### src/hw/rtl/bucket_by_element_sort_core_defines.svh
// Assertion macros for the bucket-by-element sort core.
// Expects i_clk and i_rst_n in the scope where a macro is used.
`ifndef BUCKET_BY_ELEMENT_SORT_CORE_DEFINES_SVH
`define BUCKET_BY_ELEMENT_SORT_CORE_DEFINES_SVH

// same-cycle implication
`define BBS_ASSERT_SAME(label, ante, cons, msg) \
    label: assert property (@(posedge i_clk) disable iff (!i_rst_n) (ante) |-> (cons)) \
        else $error(msg);

// next-cycle implication
`define BBS_ASSERT_NEXT(label, ante, cons, msg) \
    label: assert property (@(posedge i_clk) disable iff (!i_rst_n) (ante) |=> (cons)) \
        else $error(msg);

`endif

### src/hw/rtl/bbs_pkg.sv
// Shared types and constants for the bucket-by-element sort core.
// No dependencies.
package bbs_pkg;

    localparam int FUNC_W   = 2;
    localparam int ELEM_W   = 9;
    localparam int SLOT_W   = 10;
    localparam int STATUS_W = 2;
    localparam int PID_W    = 11;
    localparam int OFF_W    = 10;
    localparam int CNT_W    = 11;
    localparam int NUM_EL_W = 9;

    localparam logic [NUM_EL_W-1:0] NUM_EL_RESET = 9'd256;

    typedef enum logic [FUNC_W-1:0] {
        FUNC_LOAD   = 2'd0,
        FUNC_SLOT   = 2'd1,
        FUNC_BUCKET = 2'd2,
        FUNC_NOP    = 2'd3
    } t_func;

    typedef enum logic [STATUS_W-1:0] {
        ST_OK        = 2'd0,
        ST_BAD_ELEM  = 2'd1,
        ST_FULL      = 2'd2,
        ST_NOT_BUILT = 2'd3
    } t_status;

    typedef enum logic [3:0] {
        S_IDLE,
        S_QUERY,
        S_CLEAR,
        S_CNT_RD,
        S_CNT_EL,
        S_CNT_WR,
        S_PFX_RD,
        S_PFX_WR,
        S_SC_RD,
        S_SC_EL,
        S_SC_WR
    } t_state;

    typedef enum logic [3:0] {
        OP_NONE,
        OP_ACCEPT,
        OP_QDONE,
        OP_CLR,
        OP_CNT_RD,
        OP_CNT_EL,
        OP_CNT_WR,
        OP_PFX_RD,
        OP_PFX_WR,
        OP_SC_RD,
        OP_SC_EL,
        OP_SC_WR
    } t_op;

    typedef struct packed {
        t_op op;
    } t_cmd;

    typedef struct packed {
        logic is_query;
        logic starts_build;
        logic p_done;
        logic e_done;
    } t_dp_stat;

endpackage

### src/hw/rtl/bbs_ctrl.sv
// Sequencer for the bucket-by-element sort core: request handshake, query wait
// and the clear / count / prefix / scatter build passes. Depends on bbs_pkg.
module bbs_ctrl import bbs_pkg::*; (
    input  logic     i_clk,
    input  logic     i_rst_n,
    input  logic     i_in_valid,
    output logic     o_in_ready,
    input  logic     i_out_ready,
    output logic     o_out_valid,
    input  t_dp_stat i_stat,
    output t_cmd     o_cmd
);

    t_state r_state, n_state;
    logic   r_out_valid, n_out_valid;

    always_ff @(posedge i_clk) begin
        if (!i_rst_n) begin
            r_state     <= S_IDLE;
            r_out_valid <= 1'b0;
        end else begin
            r_state     <= n_state;
            r_out_valid <= n_out_valid;
        end
    end

    always_comb begin
        n_state     = r_state;
        o_cmd.op    = OP_NONE;
        o_in_ready  = (r_state == S_IDLE) && (!r_out_valid || i_out_ready);
        n_out_valid = r_out_valid && !i_out_ready;
        unique case (r_state)
            S_IDLE: begin
                if (i_in_valid && o_in_ready) begin
                    o_cmd.op = OP_ACCEPT;
                    if (i_stat.is_query) begin
                        n_state = S_QUERY;
                    end else begin
                        n_out_valid = 1'b1;
                        if (i_stat.starts_build) begin
                            n_state = S_CLEAR;
                        end
                    end
                end
            end
            S_QUERY: begin
                o_cmd.op    = OP_QDONE;
                n_out_valid = 1'b1;
                n_state     = S_IDLE;
            end
            S_CLEAR: begin
                o_cmd.op = OP_CLR;
                if (i_stat.e_done) begin
                    n_state = S_CNT_RD;
                end
            end
            S_CNT_RD: begin
                o_cmd.op = OP_CNT_RD;
                n_state  = i_stat.p_done ? S_PFX_RD : S_CNT_EL;
            end
            S_CNT_EL: begin
                o_cmd.op = OP_CNT_EL;
                n_state  = S_CNT_WR;
            end
            S_CNT_WR: begin
                o_cmd.op = OP_CNT_WR;
                n_state  = S_CNT_RD;
            end
            S_PFX_RD: begin
                o_cmd.op = OP_PFX_RD;
                n_state  = i_stat.e_done ? S_SC_RD : S_PFX_WR;
            end
            S_PFX_WR: begin
                o_cmd.op = OP_PFX_WR;
                n_state  = S_PFX_RD;
            end
            S_SC_RD: begin
                o_cmd.op = OP_SC_RD;
                n_state  = i_stat.p_done ? S_IDLE : S_SC_EL;
            end
            S_SC_EL: begin
                o_cmd.op = OP_SC_EL;
                n_state  = S_SC_WR;
            end
            S_SC_WR: begin
                o_cmd.op = OP_SC_WR;
                n_state  = S_SC_RD;
            end
            default: begin
                n_state = S_IDLE;
            end
        endcase
    end

    assign o_out_valid = r_out_valid;

endmodule

### config.mk
export PLATFORM = sky130hd
export DESIGN_NAME = bbs_ctrl
export DESIGN_NICKNAME = d
export VERILOG_FILES = /design/src/hw/rtl/bucket_by_element_sort_core_defines.svh /design/src/hw/rtl/bbs_pkg.sv /design/src/hw/rtl/bbs_ctrl.sv
export SDC_FILE = /design/constraint.sdc
export NUM_CORES = 1
export LEC_CHECK = 0
export BUFFER_PORTS_ARGS = -buffer_cell sky130_fd_sc_hd__buf_2
export CAP_MARGIN = 20
export CORE_AREA = 2 2 39 41
export CTS_CLUSTER_SIZE = 12
export DETAILED_ROUTE_END_ITERATION = 12
export DIE_AREA = 0 0 41 43
export GPL_TIMING_DRIVEN = 0
export PLACE_DENSITY_LB_ADDON = 0.05
export SLEW_MARGIN = 20
export SYNTH_ARGS = -nofsm -noshare
export SYNTH_HDL_FRONTEND = slang
export SYNTH_SLANG_ARGS = --single-unit
### constraint.sdc
create_clock -name i_clk -period 1.1 [get_ports i_clk]
set_input_delay 0 -clock i_clk [delete_from_list [all_inputs] [get_ports i_clk]]
set_output_delay 0 -clock i_clk [all_outputs]
set_load 0.1 [all_outputs]
==> impl_metrics.yaml <==
sta:
  fmax_mhz: 752
  post-route-period-util: 1.21
  timing.final.ws_setup_ns: -0.229
  drv_slew: 0
  finalCriticalPeriod_ns: 1.33
  fin_skew_ns: 0.00198
  finalSetupViolCount: 9
  hold_violations: 0
  slew_headroom: 0.679
  rsz0062_at_grt: "yes"
  tightest_slew_ns: 0.485
  fin_setup_tns_ns: -1.30
place:
  hpwl_um: 872
  port_buffers: 13
  gp_congestion: 0.770
synthesis:
  synth_edf_count: 0
  yosysUniqueCellTypes: 31
  postSynth.asyncResetShare: 0
  synthesis.nets: 68
  ys_seq_elements: 5
  ys.flop_type: "dfxtp_1"
  synth.avg_cell_area_um2: 7.99
  synth_area_leaders: "dfxtp_1 21%, buf_6 9.4%, nand2_1 5.5%"
  yosys_warnings: 0
  netlist_area_um2: 479
  yosysTopAreaCell: "dfxtp_1"
  synth_cells: 60
  ys_seq_area_frac: 0.209
  synth_top_area_frac: 0.209
critical_path:
  arrival_ns: 1.33
  path_cells: "buf_6 > nor3_4 > and3_4 > buf_12"
  crit_slowest_cell: "dfxtp_2"
  worst_path_largest_cell_delay_ns: 0.33
  reg2reg_to: "r_state[1]"
  required_ns: 1.10
  rrSetupSlack_ns: -0.18
  path_max_fanout: 5
  rr_startpoint: "r_state[1]"
  path_delay_family: "simple AND/OR/NAND/NOR gates"
  worstSetupStartpointType: "flip-flop"
  rr_worst_depth: 6
  path_buf_inv: 2
  crit_type: "reg -> out"
  end_kind: "output port"
cells_and_area:
  drive_gt1_frac: 0.703
  area_delta_synth_final_pct: 102
  nNetsFinal: 100
  num_antenna_cells: 0
global_routing:
  groute.usage.overall: 0.209
  grt_pass1_vias: 549
  grt_max_degree: 9
  grt_pass1_wl_mm: 2.42
  gr-total-overflow: 0
  antenna_found_initial: 0
run:
  drv_cap: 0
clock_network:
  cts_tree: "yes"
  root_buffer: "clkbuf_4"
  htree_num_levels: 1
  cts_buffers: 3
  cts_hold_buf: 0
  path_clk_slew_ns: 0.04
  clockBufferDepth: 2
  cts.sinks: 5
  clk-insertion-delay-late_ns: 0.24
worst_hold_path:
  hold_class: "in -> reg"
  hold_end: "r_state[3]"
  hold_start: "i_rst_n"
  hold_path_depth: 2
routing:
  vias: 590
  wire_per_inst_um: 15.2
  drtPass1Iterations: 4
  drt_iter0_drc: 18
  drt-total-wl_mm: 1.63
  drc_errors: 0
  viasPerCell: 5.51
  postRouteAntennaNets: 0
floorplanning:
  die-area_um2: 1760
  core-area_um2: 1380
  die_width_um: 41
  io_pins: 14
  rows: 14
  die_h_um: 43
  start_util: 0.346
status:
  violations: "negative setup slack"
  status: "complete, but fails checks"
## cell families (layout without fill, tap and decap cells)
kind of cell	after synthesis	in the layout	share of synthesized area
buf+inv	8	39	0.128
simple gates	26	26	0.308
flops	5	5	0.209
mux	1	1	0.0209
compound gates	19	19	0.316
xor+xnor	1	1	0.0183
## worst max path at each step
stage / from / endpoint / slack [ns] / cells past startpoint
floorplan: o_out_valid / o_cmd[0] / -0.37 / 3
global placement: r_state[1] / o_in_ready / -0.30 / 4
detailed placement: r_state[1] / o_in_ready / -0.31 / 4
CTS: r_state[1] / o_in_ready / -0.20 / 4
global route: r_state[1] / o_in_ready / -0.26 / 4
finish: r_state[1] / o_in_ready / -0.23 / 4
## worst reg2reg max path, cell delays in order, from the launching register on
cell	delay [ns]
dfxtp_2	0.33
buf_4	0.15
buf_4	0.14
nor4_4	0.25
o21ai_1	0.09
o211a_1	0.12
o2bb2ai_2	0.13
## cells in the final DEF (no fill, tap or decap), types with 2 or more instances in the layout
cell,n
nand2_1,5
buf_2,8
nor2_1,5
dfxtp_4,4
buf_6,3
buf_8,2
nor2b_1,2
clkbuf_4,3
inv_1,2
buf_4,12
buf_12,7
o211a_1,2
o21ai_1,3
and2b_4,2
## metrics by stage
step | setup slack (ns) | utilization | std cells | area [um^2] | hold WS, ns
after CTS | -0.196 | 0.637 | 104 | 882 | 0.0205
after global routing | -0.257 | 0.698 | 107 | 966 | 0.0295
after global placement | -0.298 | 0.476 | 89 | 659 | 0.264
final | -0.229 | 0.698 | 107 | 966 | 0.0307
after detailed placement | -0.312 | 0.476 | 89 | 659 | 0.271
after floorplan | -0.372 | - | 60 | 574 | 0.128
## sequential cells by signal, summed over array words and instances, names as in the netlist
signal       flops
o_out_valid      1
r_state          4
## routing by layer
layer / up-vias / global-route usage / routed length [um]
met2: 21 / 0.306 / 861
li1: 283 / - / -
met4: 0 / 0.173 / 36
met1: 282 / 0.235 / 646
met5: - / 0 / 0
met3: 4 / 0.0576 / 87
## what timing repair did
| item | CTS | global route |
|---|---|---|
| setup buffers | 11 | 3 |
| pin swaps | 4 | 6 |
| endpoints found under the setup margin | 8 | 9 |
| gates cloned | 1 | 0 |
| endpoints found under the hold margin | 0 | 0 |
| resized for setup | 34 | 15 |
## Yosys cell counts (all sizes together) (2+ instances only)
cell type,n
o21ai,5
o211a,2
dfxtp,5
nor2b,2
nor3,2
and2b,2
buf,5
nor2,7
nand3,2
a21oi,2
inv,3
nand2,7
## final cells by class
cell class,instances,area [um^2]
Inverter,3,11.3
Clock buffer,4,26.3
Timing Repair Buffer,28,268
Multi-Input combinational cell,47,458
Fill cell,105,418
Buffer,4,66.3
Tap cell,16,20.0
Sequential cell,5,116
Power is left out: the tool's default activity adds up to more than one toggle a clock period on the data nets, which glitch-free logic cannot reach.
